File: src/sv/toeq_pkg.sv
// ----------------------------------------------------------------------------
// toeq_pkg
// shared types and constants of the time ordered event queue
// ----------------------------------------------------------------------------
package toeq_pkg;

    // default number of queue slots
    localparam int QUEUE_DEPTH_DEF = 64;

    // field widths of one stored event
    localparam int TIME_W  = 32;
    localparam int KIND_W  = 3;
    localparam int JOB_W   = 16;
    localparam int ENTRY_W = TIME_W + KIND_W + JOB_W;
    localparam int OCC_W   = 7;

    // entry layout: time, kind, job from msb down
    localparam int JOB_LSB  = 0;
    localparam int KIND_LSB = JOB_W;
    localparam int TIME_LSB = JOB_W + KIND_W;

    localparam logic OP_INSERT = 1'b0;
    localparam logic OP_REMOVE = 1'b1;

    typedef enum logic [1:0] {
        STATUS_DONE  = 2'd0,
        STATUS_EMPTY = 2'd1,
        STATUS_FULL  = 2'd2
    } status_t;

    typedef enum logic [2:0] {
        ST_IDLE,
        ST_INS_SCAN,
        ST_INS_LAST,
        ST_REM_HEAD,
        ST_REM_SHIFT
    } state_t;

endpackage

File: src/sv/toeq_ram.sv
// ----------------------------------------------------------------------------
// toeq_ram
// generic single write port, single read port ram with registered read
// ----------------------------------------------------------------------------
module toeq_ram #(
    parameter int WIDTH = 8,
    parameter int DEPTH = 16
) (
    input  logic                     clk,
    input  logic                     we,
    input  logic [$clog2(DEPTH)-1:0] waddr,
    input  logic [WIDTH-1:0]         wdata,
    input  logic [$clog2(DEPTH)-1:0] raddr,
    output logic [WIDTH-1:0]         rdata
);

    logic [WIDTH-1:0] mem [DEPTH];
    logic [WIDTH-1:0] rdata_reg;

    always_ff @(posedge clk)
    begin
        if (we)
        begin
            mem[waddr] <= wdata;
        end
        rdata_reg <= mem[raddr];
    end

    assign rdata = rdata_reg;

endmodule

File: src/sv/time_ordered_event_queue_unit.sv
// ----------------------------------------------------------------------------
// time_ordered_event_queue_unit
// bounded priority queue of events kept sorted by time, earliest first
// ----------------------------------------------------------------------------
// An item is taken when start is high and busy is low. opcode 0 inserts the
// event (event_time, event_kind, job_number), opcode 1 removes the earliest
// event. Every item gives exactly one result, shown for one cycle with done
// high; the receiver cannot stall it, so it must take the result in that
// cycle. Events live in a ram with one write and one registered read port,
// kept sorted; equal times leave in arrival order. One comparator and the
// single ram port pair are reused step by step, so timing follows the number
// of entries moved: an insert scans down from the tail, moving each later
// event up one slot (an empty queue is written at once), a remove reads the
// head and shifts every other event down one slot, and a rejected item (full
// queue on insert, empty queue on remove) takes no step. The result appears
// the cycle after the last step; the next item may be started in that cycle.
// ----------------------------------------------------------------------------
module time_ordered_event_queue_unit
    import toeq_pkg::*;
#(
    parameter int QUEUE_DEPTH = QUEUE_DEPTH_DEF
) (
    input  logic              clk,
    input  logic              rst_n,
    input  logic              start,
    output logic              busy,
    input  logic              opcode,
    input  logic [TIME_W-1:0] event_time,
    input  logic [KIND_W-1:0] event_kind,
    input  logic [JOB_W-1:0]  job_number,
    output logic              done,
    output logic [1:0]        status,
    output logic [TIME_W-1:0] out_time,
    output logic [KIND_W-1:0] out_kind,
    output logic [JOB_W-1:0]  out_job,
    output logic [OCC_W-1:0]  occupancy
);

    localparam int IDX_W = $clog2(QUEUE_DEPTH);
    localparam int CNT_W = $clog2(QUEUE_DEPTH + 1);

    // sequencer state
    state_t             state_reg, state_next;
    logic [IDX_W-1:0]   cur_reg, cur_next;      // slot whose read data arrives
    logic [CNT_W-1:0]   count_reg, count_next;  // stored events

    // event being inserted
    logic [ENTRY_W-1:0] new_entry_reg;
    logic [ENTRY_W-1:0] in_entry;

    // result registers
    logic               done_reg, done_next;
    status_t            status_reg, status_next;
    logic [TIME_W-1:0]  out_time_reg, out_time_next;
    logic [KIND_W-1:0]  out_kind_reg, out_kind_next;
    logic [JOB_W-1:0]   out_job_reg, out_job_next;

    // ram ports
    logic               ram_we;
    logic [IDX_W-1:0]   ram_waddr;
    logic [ENTRY_W-1:0] ram_wdata;
    logic [IDX_W-1:0]   ram_raddr;
    logic [ENTRY_W-1:0] ram_rdata;

    logic               accept;
    logic               key_gt;     // the shared comparator
    logic               cnt_full;
    logic               cnt_zero;
    logic [IDX_W-1:0]   last_idx;

    assign in_entry = {event_time, event_kind, job_number};
    assign accept   = start && (state_reg == ST_IDLE);
    assign cnt_full = (count_reg == CNT_W'(QUEUE_DEPTH));
    assign cnt_zero = (count_reg == '0);
    assign last_idx = IDX_W'(count_reg - CNT_W'(1));

    // stored event later than the new one: it moves up one slot
    assign key_gt = ram_rdata[TIME_LSB +: TIME_W] > new_entry_reg[TIME_LSB +: TIME_W];

    toeq_ram #(
        .WIDTH (ENTRY_W),
        .DEPTH (QUEUE_DEPTH)
    ) u_ram (
        .clk   (clk),
        .we    (ram_we),
        .waddr (ram_waddr),
        .wdata (ram_wdata),
        .raddr (ram_raddr),
        .rdata (ram_rdata)
    );

    // next state of the sequencer
    always_comb
    begin
        state_next = state_reg;
        cur_next   = cur_reg;
        case (state_reg)
            ST_IDLE:
            begin
                if (accept)
                begin
                    if (opcode == OP_INSERT)
                    begin
                        // scan downward from the tail
                        if (!cnt_full && !cnt_zero)
                        begin
                            state_next = ST_INS_SCAN;
                            cur_next   = last_idx;
                        end
                    end
                    else if (!cnt_zero)
                    begin
                        state_next = ST_REM_HEAD;
                        cur_next   = '0;
                    end
                end
            end
            ST_INS_SCAN:
            begin
                if (!key_gt)
                begin
                    state_next = ST_IDLE;
                end
                else if (cur_reg == '0)
                begin
                    state_next = ST_INS_LAST;
                end
                else
                begin
                    cur_next = cur_reg - IDX_W'(1);
                end
            end
            ST_INS_LAST:
            begin
                state_next = ST_IDLE;
            end
            ST_REM_HEAD:
            begin
                if (count_reg == CNT_W'(1))
                begin
                    state_next = ST_IDLE;
                end
                else
                begin
                    state_next = ST_REM_SHIFT;
                    cur_next   = IDX_W'(1);
                end
            end
            ST_REM_SHIFT:
            begin
                if (cur_reg == last_idx)
                begin
                    state_next = ST_IDLE;
                end
                else
                begin
                    cur_next = cur_reg + IDX_W'(1);
                end
            end
            default:
            begin
                state_next = ST_IDLE;
            end
        endcase
    end

    // ram control, count and results
    always_comb
    begin
        busy          = (state_reg != ST_IDLE);
        ram_we        = 1'b0;
        ram_waddr     = cur_reg;
        ram_wdata     = new_entry_reg;
        ram_raddr     = cur_reg;
        count_next    = count_reg;
        done_next     = 1'b0;
        status_next   = status_reg;
        out_time_next = out_time_reg;
        out_kind_next = out_kind_reg;
        out_job_next  = out_job_reg;
        case (state_reg)
            ST_IDLE:
            begin
                if (accept)
                begin
                    if (opcode == OP_INSERT)
                    begin
                        out_time_next = '0;
                        out_kind_next = '0;
                        out_job_next  = '0;
                        if (cnt_full)
                        begin
                            done_next   = 1'b1;
                            status_next = STATUS_FULL;
                        end
                        else if (cnt_zero)
                        begin
                            // first event goes straight to the head slot
                            ram_we      = 1'b1;
                            ram_waddr   = '0;
                            ram_wdata   = in_entry;
                            count_next  = count_reg + CNT_W'(1);
                            done_next   = 1'b1;
                            status_next = STATUS_DONE;
                        end
                        else
                        begin
                            ram_raddr = last_idx;
                        end
                    end
                    else
                    begin
                        if (cnt_zero)
                        begin
                            done_next     = 1'b1;
                            status_next   = STATUS_EMPTY;
                            out_time_next = '0;
                            out_kind_next = '0;
                            out_job_next  = '0;
                        end
                        else
                        begin
                            ram_raddr = '0;
                        end
                    end
                end
            end
            ST_INS_SCAN:
            begin
                ram_we    = 1'b1;
                ram_waddr = cur_reg + IDX_W'(1);
                if (key_gt)
                begin
                    // move the later event up, look at the next one down
                    ram_wdata = ram_rdata;
                    ram_raddr = cur_reg - IDX_W'(1);
                end
                else
                begin
                    ram_wdata   = new_entry_reg;
                    count_next  = count_reg + CNT_W'(1);
                    done_next   = 1'b1;
                    status_next = STATUS_DONE;
                end
            end
            ST_INS_LAST:
            begin
                // every stored event was later: new one becomes the head
                ram_we      = 1'b1;
                ram_waddr   = '0;
                ram_wdata   = new_entry_reg;
                count_next  = count_reg + CNT_W'(1);
                done_next   = 1'b1;
                status_next = STATUS_DONE;
            end
            ST_REM_HEAD:
            begin
                out_time_next = ram_rdata[TIME_LSB +: TIME_W];
                out_kind_next = ram_rdata[KIND_LSB +: KIND_W];
                out_job_next  = ram_rdata[JOB_LSB +: JOB_W];
                status_next   = STATUS_DONE;
                ram_raddr     = IDX_W'(1);
                if (count_reg == CNT_W'(1))
                begin
                    count_next = count_reg - CNT_W'(1);
                    done_next  = 1'b1;
                end
            end
            ST_REM_SHIFT:
            begin
                // close the gap one slot at a time
                ram_we    = 1'b1;
                ram_waddr = cur_reg - IDX_W'(1);
                ram_wdata = ram_rdata;
                ram_raddr = cur_reg + IDX_W'(1);
                if (cur_reg == last_idx)
                begin
                    count_next = count_reg - CNT_W'(1);
                    done_next  = 1'b1;
                end
            end
            default:
            begin
                ram_we = 1'b0;
            end
        endcase
    end

    always_ff @(posedge clk or negedge rst_n)
    begin
        if (!rst_n)
        begin
            state_reg <= ST_IDLE;
            cur_reg   <= '0;
            count_reg <= '0;
            done_reg  <= 1'b0;
        end
        else
        begin
            state_reg <= state_next;
            cur_reg   <= cur_next;
            count_reg <= count_next;
            done_reg  <= done_next;
        end
    end

    // payload registers, no reset
    always_ff @(posedge clk)
    begin
        if (accept)
        begin
            new_entry_reg <= in_entry;
        end
        status_reg   <= status_next;
        out_time_reg <= out_time_next;
        out_kind_reg <= out_kind_next;
        out_job_reg  <= out_job_next;
    end

    assign done      = done_reg;
    assign status    = status_reg;
    assign out_time  = out_time_reg;
    assign out_kind  = out_kind_reg;
    assign out_job   = out_job_reg;
    assign occupancy = OCC_W'(count_reg);

    // a result always follows an item taken or a working step
    a_done_after_work: assert property (@(posedge clk) disable iff (!rst_n)
        done_reg |-> ($past(state_reg) != ST_IDLE || $past(start)))
        else $error("result without a preceding item");

    // the count moves only when a result is given
    a_count_with_done: assert property (@(posedge clk) disable iff (!rst_n)
        (count_reg != $past(count_reg)) |-> done_reg)
        else $error("event count changed without a result");

    // full report only at full depth, and the queue stays bounded
    a_full_status: assert property (@(posedge clk) disable iff (!rst_n)
        (done_reg && status_reg == STATUS_FULL) |-> cnt_full)
        else $error("full reported below queue depth");

    a_empty_status: assert property (@(posedge clk) disable iff (!rst_n)
        (done_reg && status_reg == STATUS_EMPTY) |-> cnt_zero)
        else $error("empty reported with stored events");

    a_count_bound: assert property (@(posedge clk) disable iff (!rst_n)
        count_reg <= CNT_W'(QUEUE_DEPTH))
        else $error("event count above queue depth");

endmodule
File: config.mk
export PLATFORM = sky130hd
export DESIGN_NAME = time_ordered_event_queue_unit
export DESIGN_NICKNAME = d
export VERILOG_FILES = /design/src/sv/toeq_pkg.sv /design/src/sv/toeq_ram.sv /design/src/sv/time_ordered_event_queue_unit.sv
export SDC_FILE = /design/constraint.sdc
export NUM_CORES = 2
export LEC_CHECK = 0
export BUFFER_PORTS_ARGS = -buffer_cell sky130_fd_sc_hd__buf_2
export CORE_UTILIZATION = 57
export DETAILED_ROUTE_END_ITERATION = 7
export PLACE_DENSITY = 0.77
export REMOVE_ABC_BUFFERS = 1
export SLEW_MARGIN = 0
export SYNTH_ARGS = -nofsm -noshare
export SYNTH_HDL_FRONTEND = slang
export SYNTH_HIERARCHICAL = 1
export SYNTH_SLANG_ARGS = --single-unit
File: constraint.sdc
create_clock -name clk -period 6.6 [get_ports clk]
set_clock_uncertainty 0.05 [all_clocks]
set_input_delay 1.65 -clock clk [delete_from_list [all_inputs] [get_ports clk]]
set_output_delay 1.65 -clock clk [all_outputs]
set_load 0.02 [all_outputs]
# Word-level counts from Yosys, hierarchy flattened

Memories as Yosys holds them, arrays and structs flattened. A register that Yosys moved wholly into a read port is not among the register bits.
Index checks and enable logic that the tools add are counted.

$add $sub $neg: 4
$lt $le $gt $ge: 1
Equal/unequal tests: 23
Mux-type cells: 76
Reductions and logical operators: 19

Operators by type and width:

| cell                                                                  | count |
|---|---|
| 51-bit 2-to-1 mux                                                     | 5 |
| 51-bit one-hot mux with 3 select lines                                | 1 |
| 6-bit 2-to-1 mux                                                      | 17 |
| 32-bit 2-to-1 mux                                                     | 3 |
| 6-bit one-hot mux with 4 select lines                                 | 3 |
| 32-bit one-hot mux with 2 select lines                                | 1 |
| 7-bit 2-to-1 mux                                                      | 7 |
| 16-bit 2-to-1 mux                                                     | 3 |
| 7-bit one-hot mux with 5 select lines                                 | 1 |
| 3-bit 2-to-1 mux                                                      | 11 |
| 32-bit > comparator                                                   | 1 |
| 16-bit one-hot mux with 2 select lines                                | 1 |
| 2-bit != test, second input constant                                  | 11 |
| 1-bit 2-to-1 mux                                                      | 12 |
| 2-bit 2-to-1 mux                                                      | 6 |
| 3-bit != test, second input constant                                  | 4 |
| 3-bit one-hot mux with 4 select lines                                 | 1 |
| 5-bit AND reduction                                                   | 2 |
| 8-bit AND reduction                                                   | 1 |
| 7-bit by 1-bit adder with 7-bit output, second input constant         | 1 |
| 7-bit by 1-bit equality test with 1-bit output, second input constant | 1 |
| 7-bit equality test, second input constant                            | 1 |
| 7-bit logical NOT                                                     | 1 |
| 7-bit AND reduction                                                   | 1 |
| 23 further kinds                                                      | 27 |

Bits in registers: 121
RAM bits: 3264
Input port bits: 55
Output and inout bits: 62
Word-level logic and storage cells: 133
Memories kept: 1

Memory list:

| memory    | words | width | rd ports | clocked after Yosys merged registers in | wr ports | line           | source |
|---|---|---|---|---|---|---|---|
| u_ram.mem | 64    | 51    | 1        | 1                                       | 1        | toeq_ram.sv:17 | `logic [WIDTH-1:0] mem [DEPTH];` |

# Depth between registers and ports, before layout

Word-level depth: 8
Mapped depth: 20

# Cells and area by module

Netlist, hierarchy kept.

By module, submodules not included:

| module                        | instances | cells an instance | area an instance (um2) |
|---|---|---|---|
| toeq_ram                      | 1         | 5184              | 124639.5 |
| time_ordered_event_queue_unit | 1         | 726               | 7558.5 |

# Worst setup path after synthesis

Ideal clock, no wire load.

Kind: input-to-reg
From: input start
To: memory u_ram/mem[32][0] (netlist bit), enable pin
Library setup time: 0.522 ns
Arrival time: 7.114 ns
Data required time: 6.028 ns
Path slack: -1.087 ns
Stages: 10
Path buffers: 2
Cell sequence: or4b_1 clkbuf_1 nor2_1 nand2_1 a21oi_1 o21ai_0 clkbuf_1 nor2_1 nand4b_1 nor3_1

Longest elaborated chain between the ends: 5
Elaborated cells between the ends (all ways): 7
Classes of those cells: mux (6); reduce/logical (1)

Ends and longest elaborated chain:

| item                                   | line                                 | source |
|---|---|---|
| from (decl)                            | time_ordered_event_queue_unit.sv:25  | `input logic start,` |
| 1-bit logical AND                      | time_ordered_event_queue_unit.sv:72  | `assign accept = start && (state_reg == ST_IDLE);` |
| 1-bit 2-to-1 mux                       | time_ordered_event_queue_unit.sv:184 | `if (accept)` |
| 1-bit one-hot mux with 2 select lines  | time_ordered_event_queue_unit.sv:181 | `case (state_reg)` |
| net ram_we                             | time_ordered_event_queue_unit.sv:59  | `logic ram_we;` |
| 1-bit 2-to-1 mux                       | toeq_ram.sv:22                       | `if (we)` |
| 1-bit 2-to-1 mux (not written as such) | toeq_ram.sv:24                       | `mem[waddr] <= wdata;` |
| to (decl)                              | toeq_ram.sv:17                       |  |

The timed path passes the listed nets, and every way through them passes these cells.

# Final worst setup path

From: register new_entry_reg[50]
To: register u_ram.rdata_reg[21] (netlist: u_ram/rdata[21]), read port of u_ram.mem

Longest elaborated chain between the ends: 3

Ends and longest elaborated chain:

| item                                  | line                                 | source |
|---|---|---|
| from (decl)                           | time_ordered_event_queue_unit.sv:48  | `logic [ENTRY_W-1:0] new_entry_reg;` |
| from (signal assigned)                | time_ordered_event_queue_unit.sv:312 | `new_entry_reg <= in_entry;` |
| 32-bit > comparator                   | time_ordered_event_queue_unit.sv:78  | `assign key_gt = ram_rdata[TIME_LSB +: TIME_W] > new_entry_reg[TIME_LSB +: TIME_W];` |
| 6-bit 2-to-1 mux                      | time_ordered_event_queue_unit.sv:232 | `if (key_gt)` |
| 6-bit one-hot mux with 4 select lines | time_ordered_event_queue_unit.sv:181 |  |
| net ram_raddr[0]                      | time_ordered_event_queue_unit.sv:62  | `logic [IDX_W-1:0] ram_raddr;` |
| to (decl)                             | toeq_ram.sv:18                       | `logic [WIDTH-1:0] rdata_reg;` |

The timed path passes the listed nets, and every way through them passes these cells.
A chain may end at the register's enable or synchronous reset.

==> reports/summary.txt <==
Die W = 484 µm
Global Route met1 Usage = 0.418
RSZ-0062 raised after global routing = no
drt drc = 0
core box area = 0.230 mm²
Root Driver = clkbuf_16
CP Max Fanout = 19
Setup crit end kind = flop
standard-cell row count = 176
Data arrival, critical path = 7360 ps
I/O pins = 117
Total GRT Usage = 0.330
status = completed
most common cell after layout, fill and taps aside = edfxtp_1
first-pass GRT wire length = 535 mm
most frequent cells in the layout = 3368 x edfxtp_1, 886 x mux4_2, 353 x clkbuf_16, 268 x buf_4, 165 x o22ai_1
Clock Latency Late Sink = 970 ps
synthesized area per cell = 22.4 µm²
die area = 0.234 mm²
vias in the first global route = 70600
Synth area leaders = edfxtp_1 77%, mux4_2 15%, o22ai_1 0.78%
routability cong. = 0.936
hold slack = 563 ps
Inserted Clock Buffers = 346
CP Cell Sequence = inv_1 > ha_1 > nand4_1 > nor2_1 > a221o_1 > o31ai_2 > buf_4 > a21oi_2 > buf_4 > o21ai_0 > o21ai_4 > buf_12 > buf_4 > mux4_2 > mux4_2 > o22ai_1 > nor2_1
vias per cell = 7.24
Final period util = 0.999
Routed WL per cell = 39.8 µm
fin nets = 6488
Via Count = 70200
area grow syn2layout = 14.0%
Detailed Routing Iterations Pass 1 = 6
Worst path max stage delay = 770 ps
Synth cell types = 75
Finish-stage setup viols = 0
Post-Syn Area = 0.132 mm²
critical path type = flop to flop
CTS Sinks = 3436
Die Y-Extent = 484 µm
sequential area share after synthesis = 0.776
Max-Cap Viols = 0
synth warn = 6
largest net degree at the start of global routing = 65
worst-path cell with the longest stage delay = nor2_1
Post-Syn Instances = 5910
M3 GR Usage = 0.0862
post-synth top area cell = edfxtp_1
Most common cell on crit path = buf_4
Slew Viols, Final = 0
Yosys reg bits = 3436
Post-DP HPWL = 206 mm
Final Critical Period = 6590 ps
H-Tree Depth = 5
Worst-path clk slew = 60 ps
WP data required = 7370 ps
worst hold path type = flop to flop
IO Port Bufs = 116
f_max = 152 MHz
Remaining Overflow, GRT = 0
Clock Tree Buf Depth = 4
starting DRC count in detailed routing = 12000
grt peak-use layer = met2
Worst-Margin Slew = 1250 ps
flip-flop count of the largest register after layout = 3264
initial antenna violation count = 25
final hold vios = 0
effective utilization at floorplan = 0.574
Primary FF master, synth = edfxtp_1
Synth top area share = 0.765
layout cells sized above 1 = 0.304
Async SR Flop Fraction = 0.00495
grt met2 use = 0.512
Detail Route Antenna Nets = 0
slew margin rel. = 0.164
Post-synth EDFFs = 3368
CTS tree = done
total wire length = 385 mm
crit start category = flop
## cells in the mapped netlist, types with 38 or more instances
master	number
o21ai_0	55
inv_1	45
a21oi_1	109
a221o_1	54
mux4_2	886
clkbuf_1	151
o221ai_1	56
o22ai_1	165
edfxtp_1	3368
mux2_2	48
nor2_1	204
mux2i_1	55
ha_1	38
dfxtp_1	51
and3_1	96
buf_2	125
nand2_1	78
## final timing paths
kind | startpoint | cells after the start | slack, ps | endpoint
hold reg to reg | occupancy[6] | 1 | 560 | occupancy[6]
min in group asynchronous | rst_n | 1 | 580 | occupancy[0]
hold / removal | occupancy[6] | 1 | 560 | occupancy[6]
setup reg to reg | new_entry_reg[50] | 17 | 9 | u_ram/rdata[21]
setup / recovery | new_entry_reg[50] | 17 | 9 | u_ram/rdata[21]
max in group asynchronous | rst_n | 1 | 5580 | state_reg[1]
## layout make-up
type / instances / area, µm²
sequential: 3436 / 103000
fill: 13900 / 79600
multi-input combinational: 2079 / 28400
clock buffer: 456 / 9470
timing repair buffer: 485 / 4610
tap: 3026 / 3790
clock inverter: 148 / 1610
inverter: 47 / 181
antenna: 17 / 42.5
## through the flow
step	setup TNS (ps)	setup slack (ps)	area, µm²	utilization	cells
floorplan	-7192650	-110350	131000	-	5562
global placement	0	404	140000	0.606	9073
detailed placement	0	385	140000	0.606	9073
CTS	0	308	151000	0.654	9677
global route	0	154	151000	0.654	9684
finish	0	8.80	151000	0.654	9694
## worst max-delay path, delay by kind of cell (launching register included)
kind | cells | cell delay, ps
flip-flops | 1 | 340
buffers and inverters | 5 | 1120
AO/OA/AOI/OAI | 6 | 1810
multiplexers | 2 | 1120
adder cells (fa/ha/maj) | 1 | 410
AND/OR/NAND/NOR | 3 | 1560
## what timing repair did
item	4_1_cts	5_1_grt
resized for setup	0	1
setup buffers	0	0
setup endpoints to repair	0	5
hold buffers	0	0
## logic make-up after synthesis
family,synth area share
xor gates and xnor gates,0.00180
AOI/OAI and AO/OA,0.0269
adders and majority gates,0.00367
and+or+nand+nor,0.0186
muxes,0.159
buffers and inverters,0.0137
DFF,0.776
## routing by layer
layer,up-vias,share of wire,routed length (µm)
met4,18,0.078,30000
met3,1457,0.14,53200
met2,6448,0.47,180000
met5,-,0.00044,170
li1,26200,-,-
met1,36100,0.32,122000
Power is left out: the tool's default activity adds up to more than one toggle a clock period on the data nets, which glitch-free logic cannot reach.
